$ cat config.mk
export PLATFORM = sky130hd
export DESIGN_NAME = lbc_interp
export DESIGN_NICKNAME = d
export VERILOG_FILES = /design/src/sv/lbc_pkg.sv /design/src/sv/lbc_interp.sv
export SDC_FILE = /design/constraint.sdc
export NUM_CORES = 2
export LEC_CHECK = 0
export BUFFER_PORTS_ARGS = -buffer_cell sky130_fd_sc_hd__buf_2
export CORE_MARGIN = 8
export CORE_UTILIZATION = 50
export CTS_CLUSTER_DIAMETER = 60
export DETAILED_ROUTE_END_ITERATION = 8
export GPL_TIMING_DRIVEN = 0
export PLACE_DENSITY = 0.68
export REMOVE_ABC_BUFFERS = 1
export SLEW_MARGIN = 5
export SYNTH_ARGS = -nofsm -noshare
export SYNTH_HDL_FRONTEND = slang
export SYNTH_SLANG_ARGS = --single-unit
$ cat constraint.sdc
create_clock -name clk -period 15.9 [get_ports clk]
set_input_delay 0.795 -clock clk [delete_from_list [all_inputs] [get_ports clk]]
set_output_delay 0.795 -clock clk [all_outputs]
set_load 0.1 [all_outputs]
$ cat src/sv/lbc_pkg.sv
package lbc_pkg;

  localparam int COORD_W    = 16;
  localparam int FRAC_W     = 16;
  localparam int U_W        = FRAC_W + 1;
  localparam int DIFF_W     = COORD_W + 1;
  localparam int PQ_W       = COORD_W + 2;
  localparam int MAG_W      = COORD_W;
  localparam int PROD_W     = MAG_W + U_W;
  localparam int DIV_STEPS  = FRAC_W + 1;
  localparam int NUM_EDGES  = 4;
  localparam int NUM_COORDS = 4;
  localparam int NUM_STAGES = DIV_STEPS + 4;
  localparam int CFG_IDX_W  = 2;

  localparam logic [CFG_IDX_W-1:0] REG_WIN_X_A = 2'd0;
  localparam logic [CFG_IDX_W-1:0] REG_WIN_X_B = 2'd1;
  localparam logic [CFG_IDX_W-1:0] REG_WIN_Y_A = 2'd2;
  localparam logic [CFG_IDX_W-1:0] REG_WIN_Y_B = 2'd3;

  localparam logic [U_W-1:0] U_ONE = U_W'(1) << FRAC_W;

  typedef struct packed {
    logic             used;
    logic             entry;
    logic             one;
    logic             rej;
    logic [MAG_W-1:0] n;
    logic [MAG_W-1:0] d;
  } clip_edge_t;

  typedef struct packed {
    logic signed [COORD_W-1:0] x0;
    logic signed [COORD_W-1:0] y0;
    logic signed [DIFF_W-1:0]  dx;
    logic signed [DIFF_W-1:0]  dy;
  } seg_base_t;

  typedef struct packed {
    logic                      accepted;
    logic signed [COORD_W-1:0] sx;
    logic signed [COORD_W-1:0] sy;
    logic signed [COORD_W-1:0] ex;
    logic signed [COORD_W-1:0] ey;
  } clip_res_t;

endpackage

$ cat src/sv/lbc_interp.sv
module lbc_interp (
  input  logic                    clk,
  input  logic [2:0]              en,
  input  lbc_pkg::clip_edge_t     edges [lbc_pkg::NUM_EDGES],
  input  logic [lbc_pkg::U_W-1:0] quot [lbc_pkg::NUM_EDGES],
  input  lbc_pkg::seg_base_t      base_in,
  output lbc_pkg::clip_res_t      res
);

  localparam logic [lbc_pkg::PROD_W:0] HALF = (lbc_pkg::PROD_W+1)'(1) << (lbc_pkg::FRAC_W - 1);

  // combine stage
  logic                    acc_c;
  logic [lbc_pkg::U_W-1:0] entry_c, exit_c;
  logic                    acc_r;
  logic [lbc_pkg::U_W-1:0] entry_r, exit_r;
  lbc_pkg::seg_base_t      base_r;

  always_comb begin
    logic                    rej;
    logic [lbc_pkg::U_W:0]   rounded;
    logic [lbc_pkg::U_W-1:0] c;
    rej     = 1'b0;
    entry_c = '0;
    exit_c  = lbc_pkg::U_ONE;
    for (int e = 0; e < lbc_pkg::NUM_EDGES; e++) begin
      rounded = {1'b0, quot[e]} + (lbc_pkg::U_W+1)'(1);
      c = edges[e].one ? lbc_pkg::U_ONE : rounded[lbc_pkg::U_W:1];
      rej = rej | edges[e].rej;
      if (edges[e].used && edges[e].entry && (c > entry_c)) entry_c = c;
      if (edges[e].used && !edges[e].entry && (c < exit_c)) exit_c = c;
    end
    acc_c = !rej && (entry_c <= exit_c);
  end

  always_ff @(posedge clk) begin
    if (en[0]) begin
      acc_r   <= acc_c;
      entry_r <= entry_c;
      exit_r  <= exit_c;
      base_r  <= base_in;
    end
  end

  // multiply stage: start x, start y, end x, end y
  logic signed [lbc_pkg::DIFF_W-1:0]  delta [lbc_pkg::NUM_COORDS];
  logic signed [lbc_pkg::COORD_W-1:0] org   [lbc_pkg::NUM_COORDS];
  logic [lbc_pkg::U_W-1:0]            uval  [lbc_pkg::NUM_COORDS];
  logic [lbc_pkg::PROD_W-1:0]         prod  [lbc_pkg::NUM_COORDS];
  logic                               neg   [lbc_pkg::NUM_COORDS];
  logic signed [lbc_pkg::COORD_W-1:0] org_r [lbc_pkg::NUM_COORDS];
  logic                               acc_m;

  assign delta[0] = base_r.dx;
  assign delta[1] = base_r.dy;
  assign delta[2] = base_r.dx;
  assign delta[3] = base_r.dy;
  assign org[0]   = base_r.x0;
  assign org[1]   = base_r.y0;
  assign org[2]   = base_r.x0;
  assign org[3]   = base_r.y0;
  assign uval[0]  = entry_r;
  assign uval[1]  = entry_r;
  assign uval[2]  = exit_r;
  assign uval[3]  = exit_r;

  for (genvar i = 0; i < lbc_pkg::NUM_COORDS; i++) begin : g_mul
    logic signed [lbc_pkg::DIFF_W-1:0] mag;
    assign mag = delta[i] < 0 ? -delta[i] : delta[i];
    always_ff @(posedge clk) begin
      if (en[1]) begin
        prod[i]  <= lbc_pkg::MAG_W'(mag) * uval[i];
        neg[i]   <= delta[i] < 0;
        org_r[i] <= org[i];
      end
    end
  end

  always_ff @(posedge clk) begin
    if (en[1]) acc_m <= acc_r;
  end

  // round, add to the start point, zero a rejected segment
  logic signed [lbc_pkg::COORD_W-1:0] pt [lbc_pkg::NUM_COORDS];

  for (genvar i = 0; i < lbc_pkg::NUM_COORDS; i++) begin : g_add
    logic [lbc_pkg::PROD_W:0] sum;
    logic [lbc_pkg::COORD_W-1:0] off;
    assign sum   = {1'b0, prod[i]} + HALF;
    assign off   = sum[lbc_pkg::FRAC_W +: lbc_pkg::COORD_W];
    assign pt[i] = neg[i] ? org_r[i] - $signed(off) : org_r[i] + $signed(off);
  end

  always_ff @(posedge clk) begin
    if (en[2]) begin
      res.accepted <= acc_m;
      res.sx       <= acc_m ? pt[0] : '0;
      res.sy       <= acc_m ? pt[1] : '0;
      res.ex       <= acc_m ? pt[2] : '0;
      res.ey       <= acc_m ? pt[3] : '0;
    end
  end

  a_entry_le_exit: assert property (@(posedge clk) acc_r |-> entry_r <= exit_r)
    else $error("accepted segment with entry above exit");
  a_u_range: assert property (@(posedge clk) acc_r |-> exit_r <= lbc_pkg::U_ONE)
    else $error("exit parameter above one");

endmodule

==> metrics.txt <==
Syn Inst Count=between 5,000 and 6,000; Startpoint Class=primary input; sequential area share after synthesis=between 10% and 20%; vias per cell=about 5.4; Placeable Area=around 110,000 um^2; Synth Flop Type=edfxtp_1; GR Util All Layers=roughly a quarter; CP Buf/Inv Count=3; Fin Clk Skew=25.5 ps; Post-CTS Setup Inserts=0; Sink Count=about 270; TritonRoute pass-1 iters=5; Remaining DRCs=0; Yosys reg bits=approximately 270; Vias=~40,000; Syn. warnings=0; post-synthesis async set-or-reset flop share=0%; Most Frequent Cell on Critical Path=o21a_1; post-DP HPWL=109,000 um; die height=342 um; Clock Latency Late Sink=around 600 ps; first-pass GRT wire length=~220,000 um; XOR/XNOR Fraction of Synth Area=~5.6%; Design Area, Final=58,400 um^2; Initial Utilization=50.4%; Ports=347; cell row count=~120; crit path time final=12,060 ps; setup_tns=0 ps; fraction of layout cells with a size suffix above 1=about 8%; CP required=approximately 16,000 ps; run status=finished, final reports clean; most numerous cell in the Yosys netlist=inv_1; vias in the first global route=41,800; largest net degree at the start of global routing=between 70 and 80; Max clock buf depth=3; Wirelength per Cell=~19 um; fin nets=around 7,600; Area Growth Syn to Fin=10.1%; RSZ-0062 raised after global routing=false; Inst Count DP=7,237; non-filler cells, final=7,319; Rel. slew slack=10.4%; mux contribution to synthesized area=2.12%; critical path endpoint category=register; cell taking the most area after synthesis=fa_1; Min-Delay Path Class=in -> reg; main combinational cell family by area after synthesis=adder cells; largest fanout on the critical path=22; post-synth top area share=~31%; fin crit share=roughly three quarters; clk root buf=clkbuf_16; Max Clk Rate=82.9 MHz; Post-synth EDFFs=around 270; CP delay by family, top=compound AO/OA/AOI/OAI gates; GP Congestion=about 0.9; crit path kind=in -> reg; Layout fillers=9,319; Synth Area in Adders=45.0%; Synth area leaders=fa_1 (31%), edfxtp_1 (15%), ha_1 (14%); Synth Area in Simple Gates=around 17%; Starting DRT DRC Count=roughly 2,400; Netlist cell types=around 80; Worst EP arrival=12,510 ps; final hold violations=0; CTS tree=done; grt total ovfl=0; Post-DP Area=about 57,000 um^2; initial antenna violation count=17; cts bufs inserted=39; CP peak stage delay=approximately 940 ps; Max Cap Viol=0; Port Buffers=218; worst slew pin tran=approximately 1300 ps; # H-tree levels=2; # resized after CTS=0; slowest CP cell=and4_1; Clock transition at path regs=60 ps; final wirelength=approximately 140,000 um; full die area=117,000 um^2; Pins Over Slew Limit=0; Finish-stage setup viols=0; Hold Buf Count CTS=0; Synth Cell Area=53,100 um^2; Die Width=342 um; average cell area after synthesis=about 9.2 um^2; most frequent cells after synthesis=inv_1 (1,046), nand2_1 (842), fa_1 (828); compound-gate portion of the synthesized area=around 5.8%; post-route ant nets=0
==> layer usage <==
layer,up-vias,track usage (%),wire [um]
met1,19500,31.5,58300
li1,18400,-,-
met2,1427,38.0,62100
met5,-,0,68
met4,10,7.12,4280
met3,252,4.87,11300
==> per-stage QoR <==
step	hold WS, ps	utilization [%]	setup slack [ps]
finish	363	55.5	3840
global route	335	55.5	3300
CTS	307	55.4	3920
detailed placement	405	54.2	3460
global placement	404	52.1	2950
floorplan	400	-	5640
==> sequential cells by signal, indices dropped and copies added, names as in the netlist <==
name,flops
prod,68
neg,2
acc_m,1
res,65
exit_r,17
entry_r,17
org_r,32
acc_r,1
base_r,66
==> path summary, 6_finish.rpt <==
path | start | endpoint | slack, ps | cells past startpoint
worst min-delay path | base_in[48] | base_r[48]$_DFFE_PP_ | 360 | 1
worst max-delay path | quot[53] | acc_r$_DFFE_PP_ | 3840 | 48
worst max register to register | base_r[17]$_DFFE_PP_ | prod[2][31]$_DFFE_PP_ | 5970 | 28
worst min register to register | base_r[63]$_DFFE_PP_ | org_r[2][13]$_DFFE_PP_ | 410 | 0
==> logic make-up (layout without fill, tap and decap cells) <==
group / after synthesis / after routing
AOI/OAI and AO/OA: 473 / 473
xor gates and xnor gates: 341 / 341
adders and majority gates: 1410 / 1410
buffers and inverters: 1308 / 1434
DFF: 269 / 269
muxes: 102 / 102
other: 0 / 11
and+or+nand+nor: 1888 / 1888
==> cell usage in the layout, fill, tap and decap left out, types with 9 or more instances in the layout <==
| master | Yosys | final |
|---|---|---|
| a211oi_1 | 15 | 15 |
| a21oi_1 | 126 | 126 |
| a21o_1 | 73 | 73 |
| o21bai_1 | 10 | 10 |
| o21a_1 | 38 | 38 |
| xor2_1 | 143 | 139 |
| mux2i_1 | 68 | 67 |
| nand4_1 | 58 | 58 |
| nor2_1 | 258 | 258 |
| fa_1 | 828 | 828 |
| diode_2 | 0 | 11 |
| inv_6 | 0 | 9 |
| and4_1 | 15 | 15 |
| buf_6 | 5 | 27 |
| nand3_1 | 80 | 80 |
| a31oi_1 | 30 | 30 |
| o31ai_1 | 13 | 13 |
| buf_8 | 0 | 25 |
| xnor2_2 | 0 | 24 |
| mux2_4 | 13 | 13 |
| or2_2 | 17 | 17 |
| o21ai_0 | 84 | 84 |
| inv_1 | 1046 | 1046 |
| nand2b_1 | 30 | 30 |
| and3_1 | 42 | 42 |
| buf_16 | 0 | 48 |
| or3_1 | 21 | 21 |
| clkbuf_16 | 0 | 40 |
| mux2_2 | 20 | 20 |
| nand2_1 | 842 | 842 |
| and2_1 | 390 | 390 |
| buf_2 | 3 | 215 |
| nor2b_1 | 45 | 45 |
| nor4_1 | 12 | 12 |
| o211ai_1 | 9 | 9 |
| xnor2_1 | 198 | 174 |
| edfxtp_1 | 269 | 269 |
| ha_1 | 582 | 582 |
| nor3_1 | 57 | 57 |
==> cell type report <==
cell class              count  area [um^2]  area share (%)
multi-input cells        4214        40300            69.0
flip-flops and latches    269         8080            13.8
inverters                1048         3940            6.73
repair buffers            318         3110            5.32
well taps                1391         1740            2.98
clock buffers              45         1020            1.74
clock inverters            23          229           0.392
diodes                     11         27.5          0.0471
Power is not shown: default switching activity piles up to over one toggle a cycle in this logic, so the estimate is an artifact.
