`config.mk`:
```
export PLATFORM = sky130hd
export DESIGN_NAME = lbc_setup
export DESIGN_NICKNAME = d
export VERILOG_FILES = /design/src/sv/lbc_pkg.sv /design/src/sv/lbc_setup.sv
export SDC_FILE = /design/constraint.sdc
export NUM_CORES = 1
export LEC_CHECK = 0
export BUFFER_PORTS_ARGS = -buffer_cell sky130_fd_sc_hd__buf_4
export CAP_MARGIN = 20
export CORE_UTILIZATION = 33
export DETAILED_ROUTE_END_ITERATION = 16
export PLACE_DENSITY_LB_ADDON = 0.25
export SKIP_CTS_REPAIR_TIMING = 1
export SYNTH_ARGS = -nofsm -noshare
export SYNTH_HDL_FRONTEND = slang
export SYNTH_SLANG_ARGS = --single-unit
```
`constraint.sdc`:
```
create_clock -name clk -period 11.2 [get_ports clk]
set_input_delay 1.12 -clock clk [delete_from_list [all_inputs] [get_ports clk]]
set_output_delay 1.12 -clock clk [all_outputs]
set_load 0.005 [all_outputs]
```
`src/sv/lbc_pkg.sv`:
```
package lbc_pkg;

  localparam int COORD_W    = 16;
  localparam int FRAC_W     = 16;
  localparam int U_W        = FRAC_W + 1;
  localparam int DIFF_W     = COORD_W + 1;
  localparam int PQ_W       = COORD_W + 2;
  localparam int MAG_W      = COORD_W;
  localparam int PROD_W     = MAG_W + U_W;
  localparam int DIV_STEPS  = FRAC_W + 1;
  localparam int NUM_EDGES  = 4;
  localparam int NUM_COORDS = 4;
  localparam int NUM_STAGES = DIV_STEPS + 4;
  localparam int CFG_IDX_W  = 2;

  localparam logic [CFG_IDX_W-1:0] REG_WIN_X_A = 2'd0;
  localparam logic [CFG_IDX_W-1:0] REG_WIN_X_B = 2'd1;
  localparam logic [CFG_IDX_W-1:0] REG_WIN_Y_A = 2'd2;
  localparam logic [CFG_IDX_W-1:0] REG_WIN_Y_B = 2'd3;

  localparam logic [U_W-1:0] U_ONE = U_W'(1) << FRAC_W;

  typedef struct packed {
    logic             used;
    logic             entry;
    logic             one;
    logic             rej;
    logic [MAG_W-1:0] n;
    logic [MAG_W-1:0] d;
  } clip_edge_t;

  typedef struct packed {
    logic signed [COORD_W-1:0] x0;
    logic signed [COORD_W-1:0] y0;
    logic signed [DIFF_W-1:0]  dx;
    logic signed [DIFF_W-1:0]  dy;
  } seg_base_t;

  typedef struct packed {
    logic                      accepted;
    logic signed [COORD_W-1:0] sx;
    logic signed [COORD_W-1:0] sy;
    logic signed [COORD_W-1:0] ex;
    logic signed [COORD_W-1:0] ey;
  } clip_res_t;

endpackage

```
`src/sv/lbc_setup.sv`:
```
module lbc_setup (
  input  logic                               clk,
  input  logic                               en,
  input  logic signed [lbc_pkg::COORD_W-1:0] win_xa,
  input  logic signed [lbc_pkg::COORD_W-1:0] win_xb,
  input  logic signed [lbc_pkg::COORD_W-1:0] win_ya,
  input  logic signed [lbc_pkg::COORD_W-1:0] win_yb,
  input  logic signed [lbc_pkg::COORD_W-1:0] x0,
  input  logic signed [lbc_pkg::COORD_W-1:0] y0,
  input  logic signed [lbc_pkg::COORD_W-1:0] x1,
  input  logic signed [lbc_pkg::COORD_W-1:0] y1,
  output lbc_pkg::clip_edge_t                edges [lbc_pkg::NUM_EDGES],
  output lbc_pkg::seg_base_t                 base
);

  function automatic lbc_pkg::clip_edge_t classify(
    input logic signed [lbc_pkg::PQ_W-1:0] p,
    input logic signed [lbc_pkg::PQ_W-1:0] q
  );
    lbc_pkg::clip_edge_t e;
    logic signed [lbc_pkg::PQ_W-1:0] n;
    logic signed [lbc_pkg::PQ_W-1:0] d;
    e = '0;
    n = q;
    d = p;
    if (p < 0) begin
      n = -q;
      d = -p;
      e.entry = 1'b1;
      e.rej   = n > d;
      e.used  = (n > 0) && !(n > d);
      e.one   = n == d;
    end else if (p > 0) begin
      e.rej  = n < 0;
      e.used = !(n < 0) && (n < d);
    end else begin
      e.rej = q < 0;
    end
    e.n = n[lbc_pkg::MAG_W-1:0];
    e.d = d[lbc_pkg::MAG_W-1:0];
    return e;
  endfunction

  logic signed [lbc_pkg::PQ_W-1:0] xl, xr, ylo, yhi, ex0, ey0, ex1, ey1, dxw, dyw;

  always_comb begin
    ex0 = lbc_pkg::PQ_W'(x0);
    ey0 = lbc_pkg::PQ_W'(y0);
    ex1 = lbc_pkg::PQ_W'(x1);
    ey1 = lbc_pkg::PQ_W'(y1);
    xl  = (win_xa < win_xb) ? lbc_pkg::PQ_W'(win_xa) : lbc_pkg::PQ_W'(win_xb);
    xr  = (win_xa < win_xb) ? lbc_pkg::PQ_W'(win_xb) : lbc_pkg::PQ_W'(win_xa);
    ylo = (win_ya < win_yb) ? lbc_pkg::PQ_W'(win_ya) : lbc_pkg::PQ_W'(win_yb);
    yhi = (win_ya < win_yb) ? lbc_pkg::PQ_W'(win_yb) : lbc_pkg::PQ_W'(win_ya);
    dxw = ex1 - ex0;
    dyw = ey1 - ey0;
  end

  always_ff @(posedge clk) begin
    if (en) begin
      edges[0] <= classify(-dxw, ex0 - xl);
      edges[1] <= classify(dxw, xr - ex0);
      edges[2] <= classify(-dyw, ey0 - ylo);
      edges[3] <= classify(dyw, yhi - ey0);
      base.x0  <= x0;
      base.y0  <= y0;
      base.dx  <= dxw[lbc_pkg::DIFF_W-1:0];
      base.dy  <= dyw[lbc_pkg::DIFF_W-1:0];
    end
  end

endmodule

```
==> results of run 1 <==
-- metrics by stage --
stage                     hold WS (ps)  cell area [µm²]  utilization [%]  std cells
after floorplan                   1220            20400                -       2191
after global placement            1330            23900             39.4       3285
after detailed placement          1340            23900             39.4       3285
after CTS                          730            24800             40.8       3332
after global routing               739            24800             40.8       3332
final                              765            24800             40.8       3333
-- flip-flops by register name, indices dropped and copies added, names as in the netlist --
register,flops
base,62
edges,142
-- power by group --
group	total (mW)	switching, mW	leakage (nW)	internal [mW]
Clock	0.850	0.360	0.416	0.490
Sequential	1.14	0.0656	1.99	1.07
Combinational	2.31	1.34	8.38	0.977
Total	4.30	1.76	10.8	2.54
-- critical path: cells and delay by family --
family / cells / cell delay [ps]
mux: 1 / 370
simple gates: 5 / 1270
compound gates: 18 / 4470
xor+xnor: 1 / 250
fa+ha+maj: 3 / 950
buf+inv: 3 / 590
-- cells in the mapped netlist, types with 6 or more instances --
library cell,number
sky130_fd_sc_hd__a2111oi_0,11
sky130_fd_sc_hd__a211o_1,13
sky130_fd_sc_hd__a211oi_1,20
sky130_fd_sc_hd__a21boi_0,8
sky130_fd_sc_hd__a21o_1,83
sky130_fd_sc_hd__a21oi_1,103
sky130_fd_sc_hd__a221oi_1,6
sky130_fd_sc_hd__a31o_2,6
sky130_fd_sc_hd__a31oi_1,13
sky130_fd_sc_hd__and2_1,17
sky130_fd_sc_hd__and3_1,17
sky130_fd_sc_hd__buf_4,6
sky130_fd_sc_hd__clkbuf_1,33
sky130_fd_sc_hd__edfxtp_1,204
sky130_fd_sc_hd__fa_1,6
sky130_fd_sc_hd__ha_1,274
sky130_fd_sc_hd__inv_1,172
sky130_fd_sc_hd__mux2_2,36
sky130_fd_sc_hd__mux2i_1,40
sky130_fd_sc_hd__nand2_1,135
sky130_fd_sc_hd__nand2b_1,35
sky130_fd_sc_hd__nand3_1,48
sky130_fd_sc_hd__nand4_1,31
sky130_fd_sc_hd__nor2_1,179
sky130_fd_sc_hd__nor2b_1,40
sky130_fd_sc_hd__nor3_1,34
sky130_fd_sc_hd__nor3b_1,11
sky130_fd_sc_hd__nor4_1,16
sky130_fd_sc_hd__o2111ai_1,17
sky130_fd_sc_hd__o211a_1,6
sky130_fd_sc_hd__o211ai_1,17
sky130_fd_sc_hd__o21a_1,22
sky130_fd_sc_hd__o21ai_0,87
sky130_fd_sc_hd__o21bai_1,6
sky130_fd_sc_hd__o22ai_1,11
sky130_fd_sc_hd__o31a_1,8
sky130_fd_sc_hd__o31ai_1,8
sky130_fd_sc_hd__or2_2,15
sky130_fd_sc_hd__or3_1,20
sky130_fd_sc_hd__or4_1,9
sky130_fd_sc_hd__xnor2_1,188
sky130_fd_sc_hd__xor2_1,87
-- metal layers --
layer	GRT usage [%]	wire length, µm	up-vias
met5	0	0	-
met4	6.61	1970	0
met3	2.46	3320	85
met2	38.5	34500	510
met1	26.6	29900	8733
li1	-	-	8730
-- layout make-up --
| class | count | area [µm²] |
|---|---|---|
| fill | 5979 | 35900 |
| multi-input combinational | 1767 | 13500 |
| sequential | 204 | 6130 |
| timing repair buffer | 355 | 2670 |
| tap | 782 | 978 |
| clock buffer | 30 | 687 |
| inverter | 177 | 664 |
| clock inverter | 17 | 164 |
| antenna | 1 | 2.50 |
-- logic make-up after synthesis --
logic type               Yosys count  synth area share (%)
AND/OR/NAND/NOR                  647                  16.2
multiplexers                      76                  3.95
adder cells (fa/ha/maj)          280                  17.4
flip-flops                       204                  30.0
AO/OA/AOI/OAI                    487                  16.3
buffers and inverters            220                  4.16
XOR/XNOR                         277                  12.0
-- how the worst max path moves through the flow --
stage               startpoint    endpoint  slack, ps  cells past startpoint
floorplan            win_yb[1]   edges[68]       2950                     32
global placement     win_ya[1]   edges[71]       2270                     31
detailed placement   win_xa[1]  edges[107]       2060                     31
CTS                  win_xa[1]  edges[107]       2630                     31
global route         win_xa[1]  edges[107]       1920                     31
finish               win_xa[1]  edges[107]       2530                     31
==> impl_metrics.prom, run 1 <==
# TYPE chip_impl_metric gauge
chip_impl_info{name="run_status",value="complete, no violations"} 1
chip_impl_metric{name="synth.net_count",unit=""} 2601
chip_impl_metric{name="hpwl",unit="µm"} 57600
chip_impl_info{name="rsz0062_at_grt",value="false"} 1
chip_impl_metric{name="die-width",unit="µm"} 251
chip_impl_metric{name="synthesis.area",unit="µm²"} 20400
chip_impl_metric{name="synth_enable_flop_cells",unit=""} 204
chip_impl_metric{name="period_share",unit="%"} 77.4
chip_impl_metric{name="routedWlPerCell",unit="µm"} 20.9
chip_impl_metric{name="period_needed",unit="ps"} 8670
chip_impl_metric{name="floorplan.die.height",unit="µm"} 251
chip_impl_metric{name="min_delay_path_depth",unit=""} 1
chip_impl_metric{name="numCtsBuffers",unit=""} 26
chip_impl_metric{name="post_synth.cell_area_avg",unit="µm²"} 9.32
chip_impl_metric{name="clkSlewWorstSetupHoldPaths",unit="ps"} 70
chip_impl_info{name="crit_slowest_cell",value="sky130_fd_sc_hd__a2111oi_0"} 1
chip_impl_info{name="path_class",value="input port to flop"} 1
chip_impl_metric{name="ir_drop",unit="µV"} 106
chip_impl_metric{name="floorplan.io_pins",unit=""} 340
chip_impl_metric{name="timing.final.hold_violations",unit=""} 0
chip_impl_metric{name="worst_slew_margin_rel",unit="%"} 28.6
chip_impl_info{name="hold_path.class",value="input port to flop"} 1
chip_impl_metric{name="path_max_fanout",unit=""} 19
chip_impl_metric{name="grt_pass1_wl",unit="µm"} 104000
chip_impl_info{name="synth_top_cells_by_area",value="sky130_fd_sc_hd__edfxtp_1, sky130_fd_sc_hd__ha_1, sky130_fd_sc_hd__xnor2_1, sky130_fd_sc_hd__xor2_1, sky130_fd_sc_hd__nor2_1"} 1
chip_impl_info{name="ctsRootBufferMaster",value="sky130_fd_sc_hd__clkbuf_16"} 1
chip_impl_info{name="worst_hold_path.endpoint",value="base[38]"} 1
chip_impl_info{name="worst_hold_startpoint",value="y0[4]"} 1
chip_impl_metric{name="netlist_instances",unit=""} 2191
chip_impl_metric{name="required",unit="ps"} 11580
chip_impl_metric{name="finalSetupViolCount",unit=""} 0
chip_impl_metric{name="initial_utilization",unit="%"} 33.6
chip_impl_metric{name="avgViaCountPerCell",unit=""} 5.42
chip_impl_info{name="worst_setup_path_start_kind",value="input port"} 1
chip_impl_info{name="netlist.top_cell.by_area",value="sky130_fd_sc_hd__edfxtp_1"} 1
chip_impl_metric{name="core.rowCount",unit=""} 90
chip_impl_metric{name="async_reset_ff_share",unit="%"} 0
chip_impl_metric{name="pin_count_of_the_biggest_net_entering_global_routing",unit=""} 73
chip_impl_metric{name="drt_pass1_iterations",unit=""} 5
chip_impl_metric{name="drt_iter0_markers",unit=""} 1092
chip_impl_metric{name="crit_path_max_incr_delay",unit="ps"} 910
chip_impl_metric{name="timing_worst_slew_pin_value",unit="ps"} 1070
chip_impl_metric{name="detail_route.drc_violations",unit=""} 0
chip_impl_metric{name="finalWeightedCongestion",unit=""} 0.928
chip_impl_metric{name="drive_above_1_share",unit="%"} 18.6
chip_impl_metric{name="num_vias",unit=""} 18058
chip_impl_info{name="mostFrequentLayoutCells",value="sky130_fd_sc_hd__buf_4, sky130_fd_sc_hd__ha_1, sky130_fd_sc_hd__edfxtp_1"} 1
chip_impl_info{name="synth_flop_cell",value="sky130_fd_sc_hd__edfxtp_1"} 1
chip_impl_metric{name="setup_total_negative_slack",unit="ps"} 0
chip_impl_metric{name="grt_overflow",unit=""} 0
chip_impl_metric{name="maxSlewViolCount",unit=""} 0
chip_impl_metric{name="clock.fmax",unit="GHz"} 0.115
chip_impl_metric{name="antenna_found_initial",unit=""} 0
chip_impl_metric{name="clk_path_buf_depth",unit=""} 3
chip_impl_metric{name="power-per-cell-area",unit="nW/µm²"} 174
chip_impl_metric{name="synth.yosys.warnings",unit=""} 0
chip_impl_metric{name="total_leakage_power",unit="nW"} 10.8
chip_impl_metric{name="final.setup.worst_slack",unit="ps"} 2530
chip_impl_metric{name="cp_data_arrival_time",unit="ps"} 9050
chip_impl_info{name="mostFrequentLayoutCell",value="sky130_fd_sc_hd__buf_4"} 1
chip_impl_info{name="critical-path-top-cell-by-count",value="sky130_fd_sc_hd__a21o_1"} 1
chip_impl_metric{name="yosys_reg_bits",unit=""} 204
chip_impl_metric{name="sequential_to_total_area_share_from_yosys_stat",unit="%"} 30.0
chip_impl_metric{name="design.final.nets",unit=""} 2941
chip_impl_metric{name="h_tree_levels",unit=""} 1
chip_impl_metric{name="io_buffers",unit=""} 339
chip_impl_metric{name="core-area",unit="µm²"} 60700
chip_impl_metric{name="die-area",unit="µm²"} 62900
chip_impl_metric{name="final_antenna_net_count",unit=""} 0
chip_impl_metric{name="synth_top_cell_area_share",unit="%"} 30.0
chip_impl_metric{name="groute.usage.overall",unit="%"} 21.4
chip_impl_metric{name="drv_cap",unit=""} 0
chip_impl_metric{name="totalWireLength",unit="µm"} 69700
chip_impl_metric{name="grt_pass1_vias",unit=""} 17814
chip_impl_metric{name="area_delta_synth_final",unit="%"} 21.3
chip_impl_metric{name="report.power.total",unit="mW"} 4.30
chip_impl_info{name="tritoncts_clock_tree",value="yes"} 1
chip_impl_info{name="timing.critical_path.to_type",value="flop"} 1
chip_impl_metric{name="yosysUniqueCellTypes",unit=""} 90
chip_impl_metric{name="place_worst_setup_slack",unit="ps"} 2060
chip_impl_metric{name="cts.sinks",unit=""} 204
No activity file was read; power rests on OpenSTA's default activity.
==> inputs of run 2 (changes only) <==
Clock period 11.2 ns to 8.42 ns, I/O delays scaled along.
==> impl_metrics.prom, run 2 (same netlist as run 1, synthesis figures left out) <==
# TYPE chip_impl_metric gauge
chip_impl_info{name="tritoncts_clock_tree",value="yes"} 1
chip_impl_metric{name="design.final.nets",unit=""} 2970
chip_impl_info{name="path_class",value="input port to flop"} 1
chip_impl_info{name="hold_path.class",value="input port to flop"} 1
chip_impl_metric{name="avgViaCountPerCell",unit=""} 5.36
chip_impl_metric{name="routedWlPerCell",unit="µm"} 21.1
chip_impl_info{name="mostFrequentLayoutCell",value="sky130_fd_sc_hd__buf_4"} 1
chip_impl_metric{name="report.power.total",unit="mW"} 5.77
chip_impl_metric{name="hpwl",unit="µm"} 59100
chip_impl_metric{name="io_buffers",unit=""} 339
chip_impl_metric{name="drt_iter0_markers",unit=""} 1222
chip_impl_metric{name="ir_drop",unit="µV"} 155
chip_impl_info{name="run_status",value="complete, no violations"} 1
chip_impl_metric{name="largest_reg_flops",unit=""} 142
chip_impl_metric{name="grt_pass1_vias",unit=""} 17737
chip_impl_metric{name="drt_pass1_iterations",unit=""} 6
chip_impl_info{name="crit_slowest_cell",value="sky130_fd_sc_hd__a211oi_1"} 1
chip_impl_metric{name="area_delta_synth_final",unit="%"} 22.3
chip_impl_metric{name="detail_route.drc_violations",unit=""} 0
chip_impl_metric{name="drive_above_1_share",unit="%"} 19.5
chip_impl_metric{name="finalSetupViolCount",unit=""} 0
chip_impl_metric{name="numCtsBuffers",unit=""} 26
chip_impl_metric{name="num_vias",unit=""} 17999
chip_impl_metric{name="finalWeightedCongestion",unit=""} 0.948
chip_impl_metric{name="crit_path_max_incr_delay",unit="ps"} 510
chip_impl_metric{name="drv_cap",unit=""} 0
chip_impl_metric{name="pin_count_of_the_biggest_net_entering_global_routing",unit=""} 77
chip_impl_metric{name="groute.usage.overall",unit="%"} 21.9
chip_impl_metric{name="insertedDiodeCount",unit=""} 0
chip_impl_metric{name="cts.sinks",unit=""} 204
chip_impl_metric{name="floorplan.io_pins",unit=""} 340
chip_impl_metric{name="grt_overflow",unit=""} 0
chip_impl_metric{name="initial_utilization",unit="%"} 33.6
chip_impl_metric{name="timing.final.hold_violations",unit=""} 0
chip_impl_metric{name="h_tree_levels",unit=""} 1
chip_impl_metric{name="total_leakage_power",unit="nW"} 10.9
chip_impl_info{name="register_name_with_the_most_flops",value="edges"} 1
chip_impl_info{name="rsz0062_at_grt",value="false"} 1
chip_impl_metric{name="clk_path_buf_depth",unit=""} 3
chip_impl_metric{name="antenna_found_initial",unit=""} 0
chip_impl_metric{name="period_share",unit="%"} 91.0
chip_impl_metric{name="required",unit="ps"} 8830
chip_impl_info{name="critical-path-top-delay-family",value="compound AO/OA/AOI/OAI gates"} 1
chip_impl_metric{name="timing_worst_slew_pin_value",unit="ps"} 1130
chip_impl_info{name="reg.largest.list",value="edges: 142 flops, base: 62 flops"} 1
chip_impl_info{name="timing.critical_path.to_type",value="flop"} 1
chip_impl_metric{name="die-width",unit="µm"} 251
chip_impl_metric{name="power-per-cell-area",unit="nW/µm²"} 231
chip_impl_metric{name="path_max_fanout",unit=""} 12
chip_impl_metric{name="clkSlewWorstSetupHoldPaths",unit="ps"} 70
chip_impl_info{name="mostFrequentLayoutCells",value="sky130_fd_sc_hd__buf_4, sky130_fd_sc_hd__ha_1, sky130_fd_sc_hd__edfxtp_1"} 1
chip_impl_metric{name="floorplan.die.height",unit="µm"} 251
chip_impl_info{name="critical-path-top-cell-by-count",value="sky130_fd_sc_hd__a21o_1"} 1
chip_impl_info{name="worst_setup_path_start_kind",value="input port"} 1
chip_impl_metric{name="die-area",unit="µm²"} 62900
chip_impl_metric{name="grt_pass1_wl",unit="µm"} 106000
chip_impl_metric{name="final_antenna_net_count",unit=""} 0
chip_impl_metric{name="totalWireLength",unit="µm"} 71000
chip_impl_metric{name="core-area",unit="µm²"} 60700
chip_impl_metric{name="maxSlewViolCount",unit=""} 0
chip_impl_metric{name="clock.fmax",unit="GHz"} 0.131
chip_impl_metric{name="setup_total_negative_slack",unit="ps"} 0
chip_impl_metric{name="core.rowCount",unit=""} 90
chip_impl_metric{name="worst_slew_margin_rel",unit="%"} 24.1
chip_impl_metric{name="crit_buf_inv",unit=""} 2
chip_impl_metric{name="cp_data_arrival_time",unit="ps"} 8070
chip_impl_info{name="ctsRootBufferMaster",value="sky130_fd_sc_hd__clkbuf_16"} 1
chip_impl_metric{name="period_needed",unit="ps"} 7660
run 2: cell types whose count changed in the layout (fill, tap and decap cells not counted):
cell,before,now
sky130_fd_sc_hd__diode_2,1,0
sky130_fd_sc_hd__clkbuf_1,3,4
sky130_fd_sc_hd__clkinv_4,3,2
sky130_fd_sc_hd__buf_4,354,383
sky130_fd_sc_hd__clkinv_2,3,4
sky130_fd_sc_hd__inv_8,2,1
run 2: area by class of cell:
cell class | count | area, µm²
repair buffers | 384 | 2890
clock inverters | 16 | 149
multi-input cells | 1767 | 13500
fillers | 5995 | 35700
flip-flops and latches | 204 | 6130
inverters | 177 | 664
well taps | 782 | 978
clock buffers | 31 | 691
run 2: power by group:
| part | switching, mW | internal, mW |
|---|---|---|
| Clock | 0.470 | 0.649 |
| Combinational | 1.80 | 1.33 |
| Sequential | 0.0864 | 1.43 |
run 2: metrics by stage:
stage               std cells  utilization, %  hold slack, ps  setup slack, ps  instance area [µm²]
floorplan                2191               -             941              449                20400
global placement         3314            39.8            1060              296                24100
detailed placement       3314            39.8            1060              252                24100
CTS                      3361            41.1             463              834                25000
global route             3361            41.1             475              164                25000
finish                   3361            41.1             487              761                25000
run 2: final timing paths:
path / end / depth (start not counted) / slack, ps / from
min: base[41] / 1 / 490 / y0[7]
max: edges[107] / 31 / 760 / win_xa[1]
run 2: metal layers:
layer / share of wire [%] / vias to the layer above / GRT usage, %
li1: - / 8786 / -
met1: 43 / 8645 / 27.6
met2: 50 / 473 / 39.3
met3: 3.8 / 95 / 1.92
met4: 3.0 / 0 / 6.94
met5: 0 / - / 0
